$ cat src/sv/mncc_pkg.sv
// Shared types and codes for the masked normalized cross-correlation block.
package mncc_pkg;

   // Sequencer states
   typedef enum logic [3:0] {
      ST_IDLE,
      ST_MUL,
      ST_ADD_X,
      ST_ADD_A,
      ST_ADD_B,
      ST_CHECK,
      ST_MUL_P,
      ST_LOAD_T,
      ST_MUL_T,
      ST_CMP,
      ST_DIV,
      ST_SQRT,
      ST_DONE
   } state_type;

   // Operand pairing of the pixel multiplier
   typedef enum logic [1:0] {
      MUL_AB,
      MUL_AA,
      MUL_BB
   } mul_sel_type;

   // Control word from the sequencer to the pixel multiplier
   typedef struct packed {
      logic        enable;
      mul_sel_type sel;
   } mul_ctrl_type;

   // Register index codes, taken from paddr[2]
   localparam logic REG_MASK_ENABLE = 1'b0;
   localparam logic REG_MASK_INVERT = 1'b1;

endpackage

$ cat src/sv/mncc_addsub.sv
// Shared wide adder/subtractor used by the accumulate, multiply, divide and root steps of the sequencer.
module mncc_addsub import mncc_pkg::*; #(
   parameter int WIDTH = 112
) (
   input  logic [WIDTH-1:0] op_a,
   input  logic [WIDTH-1:0] op_b,
   input  logic             subtract,
   output logic [WIDTH-1:0] result,
   output logic             carry
);

   logic [WIDTH-1:0] op_b_eff;

   // Invert and add one for subtraction; carry out then means op_a >= op_b
   assign op_b_eff = subtract ? ~op_b : op_b;
   assign {carry, result} = {1'b0, op_a} + {1'b0, op_b_eff} + (WIDTH+1)'(subtract);

endmodule

$ cat src/sv/mncc_pixmul.sv
// Registered signed pixel multiplier, shared over the three products of a pixel pair.
module mncc_pixmul import mncc_pkg::*; #(
   parameter int PIXEL_BITS = 16
) (
   input  logic                           clock,
   input  logic signed [PIXEL_BITS-1:0]   pixel_a,
   input  logic signed [PIXEL_BITS-1:0]   pixel_b,
   input  mul_ctrl_type                   ctrl,
   output logic signed [2*PIXEL_BITS-1:0] product
);

   logic signed [PIXEL_BITS-1:0]   mul_x;
   logic signed [PIXEL_BITS-1:0]   mul_y;
   logic signed [2*PIXEL_BITS-1:0] product_ff;
   logic signed [2*PIXEL_BITS-1:0] product_in;

   // Pick the operand pair for this cycle
   always_comb begin
      mul_x = pixel_a;
      mul_y = pixel_b;
      unique case (ctrl.sel)
         MUL_AB: begin
            mul_x = pixel_a;
            mul_y = pixel_b;
         end
         MUL_AA: begin
            mul_x = pixel_a;
            mul_y = pixel_a;
         end
         MUL_BB: begin
            mul_x = pixel_b;
            mul_y = pixel_b;
         end
         default: begin
            mul_x = pixel_a;
            mul_y = pixel_b;
         end
      endcase
      product_in = mul_x * mul_y;
   end

   // Hold the product until the next multiply
   always_ff @(posedge clock) begin
      if (ctrl.enable) begin
         product_ff <= product_in;
      end
   end

   assign product = product_ff;

endmodule

$ cat src/sv/masked_normalized_cross_correlation.sv
// Top level of the masked normalized cross-correlation block: ports, sequencer and datapath.
//
// Pixel pairs stream in on req_*, one word per pair; pairs that the stencil selects and whose
// pixels are both nonzero add a*b, a*a and b*b into exact sums. A word with tlast closes the
// image pair and one word leaves on rsp_*: sum_ab / sqrt(sum_aa * sum_bb) in signed Q1.F
// (F = FRACTION_BITS), truncated toward zero, with tuser set and data zero when a square sum
// is zero. A counted pixel's three products go one after another through a single registered
// multiplier and a single adder. After the last pixel, all on one shared wide adder, come two
// shift-add multiplies of CW steps each (CW = 2*PIXEL_BITS + MAX_PIXELS_LOG2), a long division
// of 2*F steps and a square root of F steps; a result that saturates skips the division and
// the root. Empty sums go straight from the check to the result word. The final word waits
// only if the previous result has not been taken. mask_enable and mask_invert sit at byte
// addresses 0 and 4 of the csr port.
module masked_normalized_cross_correlation import mncc_pkg::*; #(
   parameter  int PIXEL_BITS      = 16,
   parameter  int MAX_PIXELS_LOG2 = 24,
   parameter  int FRACTION_BITS   = 16,
   localparam int REQ_DW          = ((2 * PIXEL_BITS + 7) / 8) * 8,
   localparam int RSP_DW          = ((FRACTION_BITS + 2 + 7) / 8) * 8
) (
   input  logic              clock,
   input  logic              reset,
   // Pixel words
   input  logic              req_tvalid,
   output logic              req_tready,
   input  logic [REQ_DW-1:0] req_tdata,   // pixel_a, pixel_b, zero fill
   input  logic              req_tlast,   // last_pixel
   input  logic              req_tuser,   // in_mask
   // Result words
   output logic              rsp_tvalid,
   input  logic              rsp_tready,
   output logic [RSP_DW-1:0] rsp_tdata,   // correlation, zero fill
   output logic              rsp_tuser,   // empty_res
   // Configuration
   input  logic              csr_psel,
   input  logic              csr_penable,
   input  logic              csr_pwrite,
   input  logic [2:0]        csr_paddr,
   input  logic [31:0]       csr_pwdata,
   output logic [31:0]       csr_prdata,
   output logic              csr_pready
);

   localparam int CW    = 2 * PIXEL_BITS + MAX_PIXELS_LOG2;
   localparam int SW    = CW - 1;
   localparam int WW    = 2 * CW;
   localparam int PW    = 2 * PIXEL_BITS;
   localparam int QW    = 2 * FRACTION_BITS;
   localparam int RW    = FRACTION_BITS + 2;
   localparam int MAXIT = (CW > QW) ? CW : QW;
   localparam int CNTW  = $clog2(MAXIT);

   localparam logic [CNTW-1:0]      MUL_LAST  = CNTW'(CW - 1);
   localparam logic [CNTW-1:0]      DIV_LAST  = CNTW'(QW - 1);
   localparam logic [CNTW-1:0]      SQRT_LAST = CNTW'(FRACTION_BITS - 1);
   localparam logic signed [RW-1:0] CORR_MAX  = {2'b01, {FRACTION_BITS{1'b0}}};
   localparam logic signed [RW-1:0] CORR_MIN  = {2'b11, {FRACTION_BITS{1'b0}}};

   state_type state_ff, state_in;

   logic mask_enable_ff, mask_enable_in;
   logic mask_invert_ff, mask_invert_in;

   logic signed [PIXEL_BITS-1:0] pixel_a_ff, pixel_a_in;
   logic signed [PIXEL_BITS-1:0] pixel_b_ff, pixel_b_in;
   logic                         last_ff, last_in;

   logic [CW-1:0] sum_cross_ff, sum_cross_in;
   logic [SW-1:0] sum_sq_a_ff, sum_sq_a_in;
   logic [SW-1:0] sum_sq_b_ff, sum_sq_b_in;

   logic                     neg_ff, neg_in;
   logic                     empty_ff, empty_in;
   logic                     sat_ff, sat_in;
   logic [CW-1:0]            mag_ff, mag_in;
   logic [CW-1:0]            mcand_ff, mcand_in;
   logic [CW-1:0]            mplier_ff, mplier_in;
   logic [WW-1:0]            acc_ff, acc_in;
   logic [WW-1:0]            p_ff, p_in;
   logic [QW-1:0]            quo_ff, quo_in;
   logic [RW-1:0]            rem_ff, rem_in;
   logic [FRACTION_BITS-1:0] root_ff, root_in;
   logic [CNTW-1:0]          cnt_ff, cnt_in;

   logic          rsp_valid_ff, rsp_valid_in;
   logic [RW-1:0] corr_ff, corr_in;
   logic          rsp_empty_ff, rsp_empty_in;

   logic signed [PIXEL_BITS-1:0] in_pixel_a;
   logic signed [PIXEL_BITS-1:0] in_pixel_b;
   logic                         selected;
   logic                         counted;
   logic                         accept;
   logic                         csr_write;
   logic                         sums_zero;
   logic                         rsp_load;
   logic [RW-1:0]                trial_rem;
   logic [RW-1:0]                q_mag;

   mul_ctrl_type             mul_ctrl;
   logic signed [PW-1:0]     product;
   logic [WW-1:0]            product_ext;
   logic [WW-1:0]            add_a;
   logic [WW-1:0]            add_b;
   logic                     add_sub;
   logic [WW-1:0]            add_result;
   logic                     add_carry;

   // Unpack the pixel word and decide whether it counts
   assign in_pixel_a = req_tdata[PIXEL_BITS-1:0];
   assign in_pixel_b = req_tdata[2*PIXEL_BITS-1:PIXEL_BITS];
   assign selected   = mask_enable_ff ? (req_tuser ^ mask_invert_ff) : 1'b1;
   assign counted    = selected && (in_pixel_a != '0) && (in_pixel_b != '0);
   assign accept     = req_tvalid && req_tready;

   assign sums_zero   = (sum_sq_a_ff == '0) || (sum_sq_b_ff == '0);
   assign rsp_load    = (state_ff == ST_DONE) && (!rsp_valid_ff || rsp_tready);
   assign product_ext = {{(WW-PW){product[PW-1]}}, product};
   assign trial_rem   = {rem_ff[FRACTION_BITS-1:0], quo_ff[QW-1:QW-2]};
   assign q_mag       = sat_ff ? RW'(CORR_MAX) : RW'(root_ff);

   mncc_pixmul #(
      .PIXEL_BITS (PIXEL_BITS)
   ) u_pixmul (
      .clock   (clock),
      .pixel_a (pixel_a_ff),
      .pixel_b (pixel_b_ff),
      .ctrl    (mul_ctrl),
      .product (product)
   );

   mncc_addsub #(
      .WIDTH (WW)
   ) u_addsub (
      .op_a     (add_a),
      .op_b     (add_b),
      .subtract (add_sub),
      .result   (add_result),
      .carry    (add_carry)
   );

   // Next state
   always_comb begin
      state_in = state_ff;
      unique case (state_ff)
         ST_IDLE: begin
            if (req_tvalid) begin
               if (counted) begin
                  state_in = ST_MUL;
               end else if (req_tlast) begin
                  state_in = ST_CHECK;
               end
            end
         end
         ST_MUL:   state_in = ST_ADD_X;
         ST_ADD_X: state_in = ST_ADD_A;
         ST_ADD_A: state_in = ST_ADD_B;
         ST_ADD_B: state_in = last_ff ? ST_CHECK : ST_IDLE;
         ST_CHECK: state_in = sums_zero ? ST_DONE : ST_MUL_P;
         ST_MUL_P: begin
            if (cnt_ff == MUL_LAST) begin
               state_in = ST_LOAD_T;
            end
         end
         ST_LOAD_T: state_in = ST_MUL_T;
         ST_MUL_T: begin
            if (cnt_ff == MUL_LAST) begin
               state_in = ST_CMP;
            end
         end
         ST_CMP: state_in = add_carry ? ST_DONE : ST_DIV;
         ST_DIV: begin
            if (cnt_ff == DIV_LAST) begin
               state_in = ST_SQRT;
            end
         end
         ST_SQRT: begin
            if (cnt_ff == SQRT_LAST) begin
               state_in = ST_DONE;
            end
         end
         ST_DONE: begin
            if (rsp_load) begin
               state_in = ST_IDLE;
            end
         end
         default: state_in = ST_IDLE;
      endcase
   end

   // Sequencer outputs: handshake, multiplier control and adder operands
   always_comb begin
      req_tready = 1'b0;
      mul_ctrl   = '{enable: 1'b0, sel: MUL_AB};
      add_a      = '0;
      add_b      = '0;
      add_sub    = 1'b0;
      unique case (state_ff)
         ST_IDLE: begin
            req_tready = 1'b1;
         end
         ST_MUL: begin
            mul_ctrl = '{enable: 1'b1, sel: MUL_AB};
         end
         ST_ADD_X: begin
            mul_ctrl = '{enable: 1'b1, sel: MUL_AA};
            add_a    = WW'(sum_cross_ff);
            add_b    = product_ext;
         end
         ST_ADD_A: begin
            mul_ctrl = '{enable: 1'b1, sel: MUL_BB};
            add_a    = WW'(sum_sq_a_ff);
            add_b    = product_ext;
         end
         ST_ADD_B: begin
            add_a = WW'(sum_sq_b_ff);
            add_b = product_ext;
         end
         ST_CHECK: begin
            // Negate the cross sum for its magnitude
            add_b   = WW'(sum_cross_ff);
            add_sub = 1'b1;
         end
         ST_MUL_P, ST_MUL_T: begin
            add_a = {acc_ff[WW-2:0], 1'b0};
            add_b = mplier_ff[CW-1] ? WW'(mcand_ff) : '0;
         end
         ST_CMP: begin
            add_a   = acc_ff;
            add_b   = p_ff;
            add_sub = 1'b1;
         end
         ST_DIV: begin
            add_a   = {acc_ff[WW-2:0], 1'b0};
            add_b   = p_ff;
            add_sub = 1'b1;
         end
         ST_SQRT: begin
            add_a   = WW'(trial_rem);
            add_b   = WW'({root_ff, 2'b01});
            add_sub = 1'b1;
         end
         ST_LOAD_T, ST_DONE: begin
            add_sub = 1'b0;
         end
         default: begin
            add_sub = 1'b0;
         end
      endcase
   end

   // Datapath next values
   always_comb begin
      pixel_a_in   = pixel_a_ff;
      pixel_b_in   = pixel_b_ff;
      last_in      = last_ff;
      sum_cross_in = sum_cross_ff;
      sum_sq_a_in  = sum_sq_a_ff;
      sum_sq_b_in  = sum_sq_b_ff;
      neg_in       = neg_ff;
      empty_in     = empty_ff;
      sat_in       = sat_ff;
      mag_in       = mag_ff;
      mcand_in     = mcand_ff;
      mplier_in    = mplier_ff;
      acc_in       = acc_ff;
      p_in         = p_ff;
      quo_in       = quo_ff;
      rem_in       = rem_ff;
      root_in      = root_ff;
      cnt_in       = cnt_ff;
      rsp_valid_in = rsp_valid_ff && !rsp_tready;
      corr_in      = corr_ff;
      rsp_empty_in = rsp_empty_ff;

      case (state_ff)
         ST_IDLE: begin
            if (accept) begin
               pixel_a_in = in_pixel_a;
               pixel_b_in = in_pixel_b;
               last_in    = req_tlast;
            end
         end
         ST_ADD_X: sum_cross_in = add_result[CW-1:0];
         ST_ADD_A: sum_sq_a_in  = add_result[SW-1:0];
         ST_ADD_B: sum_sq_b_in  = add_result[SW-1:0];
         ST_CHECK: begin
            // Take the sign and magnitude, load sum_aa * sum_bb
            empty_in  = sums_zero;
            sat_in    = 1'b0;
            neg_in    = sum_cross_ff[CW-1];
            mag_in    = sum_cross_ff[CW-1] ? add_result[CW-1:0] : sum_cross_ff;
            mcand_in  = CW'(sum_sq_a_ff);
            mplier_in = CW'(sum_sq_b_ff);
            acc_in    = '0;
            cnt_in    = '0;
         end
         ST_MUL_P, ST_MUL_T: begin
            acc_in    = add_result;
            mplier_in = {mplier_ff[CW-2:0], 1'b0};
            cnt_in    = cnt_ff + CNTW'(1);
         end
         ST_LOAD_T: begin
            // Park the square-sum product, load magnitude squared
            p_in      = acc_ff;
            mcand_in  = mag_ff;
            mplier_in = mag_ff;
            acc_in    = '0;
            cnt_in    = '0;
         end
         ST_CMP: begin
            // Saturate when the cross square reaches the product
            sat_in  = add_carry;
            cnt_in  = '0;
            quo_in  = '0;
            rem_in  = '0;
            root_in = '0;
         end
         ST_DIV: begin
            // Restart the count for the root after the last quotient bit
            acc_in = add_carry ? add_result : {acc_ff[WW-2:0], 1'b0};
            quo_in = {quo_ff[QW-2:0], add_carry};
            cnt_in = (cnt_ff == DIV_LAST) ? '0 : cnt_ff + CNTW'(1);
         end
         ST_SQRT: begin
            quo_in  = {quo_ff[QW-3:0], 2'b00};
            rem_in  = add_carry ? add_result[RW-1:0] : trial_rem;
            root_in = {root_ff[FRACTION_BITS-2:0], add_carry};
            cnt_in  = cnt_ff + CNTW'(1);
         end
         ST_DONE: begin
            if (rsp_load) begin
               rsp_valid_in = 1'b1;
               rsp_empty_in = empty_ff;
               if (empty_ff) begin
                  corr_in = '0;
               end else begin
                  corr_in = neg_ff ? (~q_mag) + RW'(1) : q_mag;
               end
               sum_cross_in = '0;
               sum_sq_a_in  = '0;
               sum_sq_b_in  = '0;
            end
         end
         default: begin
            cnt_in = cnt_ff;
         end
      endcase
   end

   // Configuration register writes
   assign csr_write = csr_psel && csr_penable && csr_pwrite && csr_pready;

   always_comb begin
      mask_enable_in = mask_enable_ff;
      mask_invert_in = mask_invert_ff;
      if (csr_write) begin
         unique case (csr_paddr[2])
            REG_MASK_ENABLE: mask_enable_in = csr_pwdata[0];
            REG_MASK_INVERT: mask_invert_in = csr_pwdata[0];
            default:         mask_enable_in = mask_enable_ff;
         endcase
      end
   end

   // Configuration readback
   always_comb begin
      unique case (csr_paddr[2])
         REG_MASK_ENABLE: csr_prdata = 32'(mask_enable_ff);
         REG_MASK_INVERT: csr_prdata = 32'(mask_invert_ff);
         default:         csr_prdata = '0;
      endcase
   end

   assign csr_pready = 1'b1;

   // Control and accumulator registers
   always_ff @(posedge clock) begin
      if (reset) begin
         state_ff       <= ST_IDLE;
         mask_enable_ff <= 1'b0;
         mask_invert_ff <= 1'b0;
         sum_cross_ff   <= '0;
         sum_sq_a_ff    <= '0;
         sum_sq_b_ff    <= '0;
         rsp_valid_ff   <= 1'b0;
      end else begin
         state_ff       <= state_in;
         mask_enable_ff <= mask_enable_in;
         mask_invert_ff <= mask_invert_in;
         sum_cross_ff   <= sum_cross_in;
         sum_sq_a_ff    <= sum_sq_a_in;
         sum_sq_b_ff    <= sum_sq_b_in;
         rsp_valid_ff   <= rsp_valid_in;
      end
   end

   // Payload registers
   always_ff @(posedge clock) begin
      pixel_a_ff   <= pixel_a_in;
      pixel_b_ff   <= pixel_b_in;
      last_ff      <= last_in;
      neg_ff       <= neg_in;
      empty_ff     <= empty_in;
      sat_ff       <= sat_in;
      mag_ff       <= mag_in;
      mcand_ff     <= mcand_in;
      mplier_ff    <= mplier_in;
      acc_ff       <= acc_in;
      p_ff         <= p_in;
      quo_ff       <= quo_in;
      rem_ff       <= rem_in;
      root_ff      <= root_in;
      cnt_ff       <= cnt_in;
      corr_ff      <= corr_in;
      rsp_empty_ff <= rsp_empty_in;
   end

   // Result word
   assign rsp_tvalid = rsp_valid_ff;
   assign rsp_tdata  = RSP_DW'(corr_ff);
   assign rsp_tuser  = rsp_empty_ff;

   // Division remainder stays below the divisor
   assert property (@(posedge clock) disable iff (reset)
      (state_ff == ST_DIV) |-> (acc_ff < p_ff))
      else $error("division remainder not below divisor");

   // An empty result carries a zero correlation
   assert property (@(posedge clock) disable iff (reset)
      (rsp_valid_ff && rsp_empty_ff) |-> (corr_ff == '0))
      else $error("empty result with nonzero correlation");

   // Correlation stays within plus or minus one
   assert property (@(posedge clock) disable iff (reset)
      rsp_valid_ff |-> (($signed(corr_ff) <= CORR_MAX) && ($signed(corr_ff) >= CORR_MIN)))
      else $error("correlation out of range");

   // Sums are clear once a result has been loaded
   assert property (@(posedge clock) disable iff (reset)
      ((state_ff == ST_DONE) && (state_in == ST_IDLE)) |=>
         ((sum_cross_ff == '0) && (sum_sq_a_ff == '0) && (sum_sq_b_ff == '0)))
      else $error("sums not cleared after result");

endmodule

$ cat config.mk
export PLATFORM = sky130hd
export DESIGN_NAME = masked_normalized_cross_correlation
export DESIGN_NICKNAME = d
export VERILOG_FILES = /design/src/sv/mncc_pkg.sv /design/src/sv/mncc_addsub.sv /design/src/sv/mncc_pixmul.sv /design/src/sv/masked_normalized_cross_correlation.sv
export SDC_FILE = /design/constraint.sdc
export NUM_CORES = 2
export LEC_CHECK = 0
export ABC_AREA = 1
export CAP_MARGIN = 20
export CORE_MARGIN = 10
export CORE_UTILIZATION = 42
export CTS_CLUSTER_DIAMETER = 60
export DETAILED_ROUTE_END_ITERATION = 8
export DONT_BUFFER_PORTS = 1
export SETUP_SLACK_MARGIN = 0.1
export SLEW_MARGIN = 15
export SYNTH_ARGS = -nofsm -noshare
export SYNTH_HDL_FRONTEND = slang
export SYNTH_SLANG_ARGS = --single-unit
$ cat constraint.sdc
create_clock -name clock -period 9.75 [get_ports clock]
set_clock_uncertainty 0.1 [all_clocks]
set_input_delay 0.975 -clock clock [delete_from_list [all_inputs] [get_ports clock]]
set_output_delay 0.975 -clock clock [all_outputs]
set_load 0.02 [all_outputs]
==> flow_summary.json <==
{
  "drtPass1Iterations": 7,
  "post_cts_buffers": 0,
  "dieArea_sq_um": 138000,
  "syn_to_final_growth_pct": 8.40,
  "cp_max_fo": 16,
  "drt-total-wl_um": 185000,
  "nets": 6785,
  "grt_pass1_wl_um": 279000,
  "worstMarginPinSlew_ns": 1.15,
  "viasPerCell": 5.68,
  "critPathRequiredTime_ns": 10.07,
  "netlist_top_cells_area": "edfxtp_1, fa_1, nand2_1, inv_1, dfxtp_1",
  "yosysMostFrequentCell": "nand2_1",
  "dieWidth_um": 371,
  "crit_slowest_cell": "fa_1",
  "cts_root_buffer": "clkbuf_16",
  "finalHoldViolations": 0,
  "final.period_utilization": 0.887,
  "synth_top_area_cell": "edfxtp_1",
  "cp_common_cell": "fa_1",
  "clock_sinks": 722,
  "hold_class": "in2reg",
  "synth_top_area_frac": 0.318,
  "clk_pin_slew_ns": 0.06,
  "coreArea_sq_um": 122000,
  "antenna_found_initial": 0,
  "overflow": 0,
  "yosysSeqAreaShare": 0.385,
  "cts_hold_buf": 0,
  "synth_edf_count": 549,
  "drv_cap": 0,
  "worstSetupEndpointType": "flop",
  "ioPinCount": 136,
  "drive_gt1_frac": 0.0525,
  "ys_async_sr_fraction": 0,
  "cts_tree": "yes",
  "multiInputGateArea_sq_um": 26700,
  "path_class": "reg2reg",
  "grt_max_degree": 174,
  "first_global_vias": 44427,
  "fin_setup_tns_ns": 0,
  "htreeDepth": 3,
  "maxSlewHeadroom": 0.226,
  "insertion_delay_ns": 0.72,
  "ys_warn_count": 0,
  "fmax_ghz": 0.116,
  "avgSynthCellArea_sq_um": 8.18,
  "die_h_um": 371,
  "yosysUniqueCellTypes": 63,
  "ys_top_cells_by_count": "nand2_1, inv_1, nor2_1",
  "outcome": "completed",
  "post_cts_resized": 0,
  "start_util": 0.424,
  "dp_hpwl_um": 135000,
  "synth_cells": 6332,
  "max_stage_delay_ns": 0.78,
  "synthesis.area_sq_um": 51800,
  "arrival_ns": 8.97,
  "clk_path_buf_depth": 3,
  "row_count": 128,
  "synth_seq_cells": 722,
  "drtAntennaViolNets": 0,
  "cp-start-kind": "flop",
  "numCtsBuffers": 83,
  "drt_iter0_drc": 5045,
  "rsz0062_at_grt": "no",
  "fillers": 12162,
  "io_buffers": 0,
  "num_vias": 45146,
  "drv_slew": 0,
  "antenna_cells": 0,
  "yosys_most_used_dff": "edfxtp_1",
  "grtUsageTotal": 0.263,
  "gp_congestion": 0.996,
  "register_area_sq_um": 20000,
  "setup_viol": 0,
  "min_period_ns": 8.65,
  "avgRoutedWirePerCell_um": 23.3,
  "drc_errors": 0
}
-- stage by stage --
| step | cell area [sq um] | instances | util | setup slack, ns | hold slack, ns |
|---|---|---|---|---|---|
| 6_report | 56100 | 7945 | 0.459 | 1.10 | 0.246 |
| 3_5_place_dp | 53400 | 7791 | 0.437 | 1.20 | 0.333 |
| 4_1_cts | 56100 | 7945 | 0.459 | 1.14 | 0.222 |
| 3_3_place_gp | 53400 | 7791 | 0.437 | 1.35 | 0.328 |
| 2_1_floorplan | 51900 | 6368 | - | 2.73 | 0.306 |
| 5_1_grt | 56100 | 7945 | 0.459 | 0.535 | 0.229 |
-- cell families after synthesis --
group                    after synthesis  synth area share
buffers and inverters               1361             0.104
AO/OA/AOI/OAI                       1420             0.162
flip-flops                           722             0.385
adder cells (fa/ha/maj)              458             0.149
XOR/XNOR                             121            0.0209
other                                  2          0.000145
AND/OR/NAND/NOR                     2248             0.179
-- registers in the layout (all words and copies together), names as in the netlist, 4 cells and up --
signal and cells:
p_ff 112, pixel_a_ff 16, acc_ff 112, mcand_ff 56
mplier_ff 56, mag_ff 56, sum_sq_b_ff 55, root_ff 16
sum_sq_a_ff 55, rem_ff 16, cnt_ff 6, sum_cross_ff 56
quo_ff 32, state_ff 4, corr_ff 18, pixel_b_ff 16
u_pixmul.product 32
-- worst paths after layout --
path	depth (start not counted)	from	to	slack, ns
worst max-delay path	28	state_ff[1]	u_pixmul.product[31]	1.10
worst max register to register	28	state_ff[1]	u_pixmul.product[31]	1.10
worst min-delay path	0	req_tlast	last_ff	0.25
worst min register to register	0	acc_ff[28]	p_ff[28]	0.33
-- layout by cell type (no fill, tap or decap), types with 10 or more instances in the layout --
master,netlist,final
a21o_1,24,24
a21oi_1,500,500
a221o_1,11,11
a221oi_1,56,56
a22oi_1,67,67
a31oi_1,77,77
buf_4,43,73
clkbuf_1,161,22
clkbuf_16,0,83
clkbuf_8,0,10
clkinv_1,11,14
clkinv_2,0,16
conb_1,2,38
dfxtp_1,173,172
edfxtp_1,549,549
fa_1,263,263
ha_1,195,195
inv_1,1059,1053
inv_2,12,13
nand2_1,1229,1225
nand2_2,30,31
nand3_1,158,158
nand4_1,58,58
nor2_1,646,639
nor2_2,12,10
nor2_4,6,15
nor3_1,36,36
nor4_1,38,38
o21a_1,10,10
o21ai_0,367,367
o21ai_1,38,38
o21bai_1,20,20
o221ai_1,51,51
o22ai_1,137,137
o22ai_2,17,17
xnor2_1,47,47
xor2_1,71,71
-- layout make-up --
class,instances,share of cell area
Tap cell,1625,0.0362
Multi-Input combinational cell,4285,0.475
Timing Repair Buffer,76,0.0108
Clock buffer,115,0.0409
Inverter,1083,0.0726
Clock inverter,39,0.00882
Sequential cell,722,0.355
-- layer usage --
layer  vias up  track usage  share of wire
li1      20795            -              -
met1     21813        0.358           0.42
met2      2150        0.419           0.45
met3       388       0.0445          0.088
met4         0       0.0982          0.039
met5         -            0              0
-- critical path: cells and delay by family (launching register included) --
family / cells / cell delay [ns]
AO/OA/AOI/OAI: 3 / 0.85
XOR/XNOR: 1 / 0.15
adder cells (fa/ha/maj): 7 / 3.76
buffers and inverters: 6 / 1.01
flip-flops: 1 / 0.60
AND/OR/NAND/NOR: 11 / 1.89
Power is left out: the tool's default activity adds up to more than one toggle a clock period on the data nets, which glitch-free logic cannot reach.
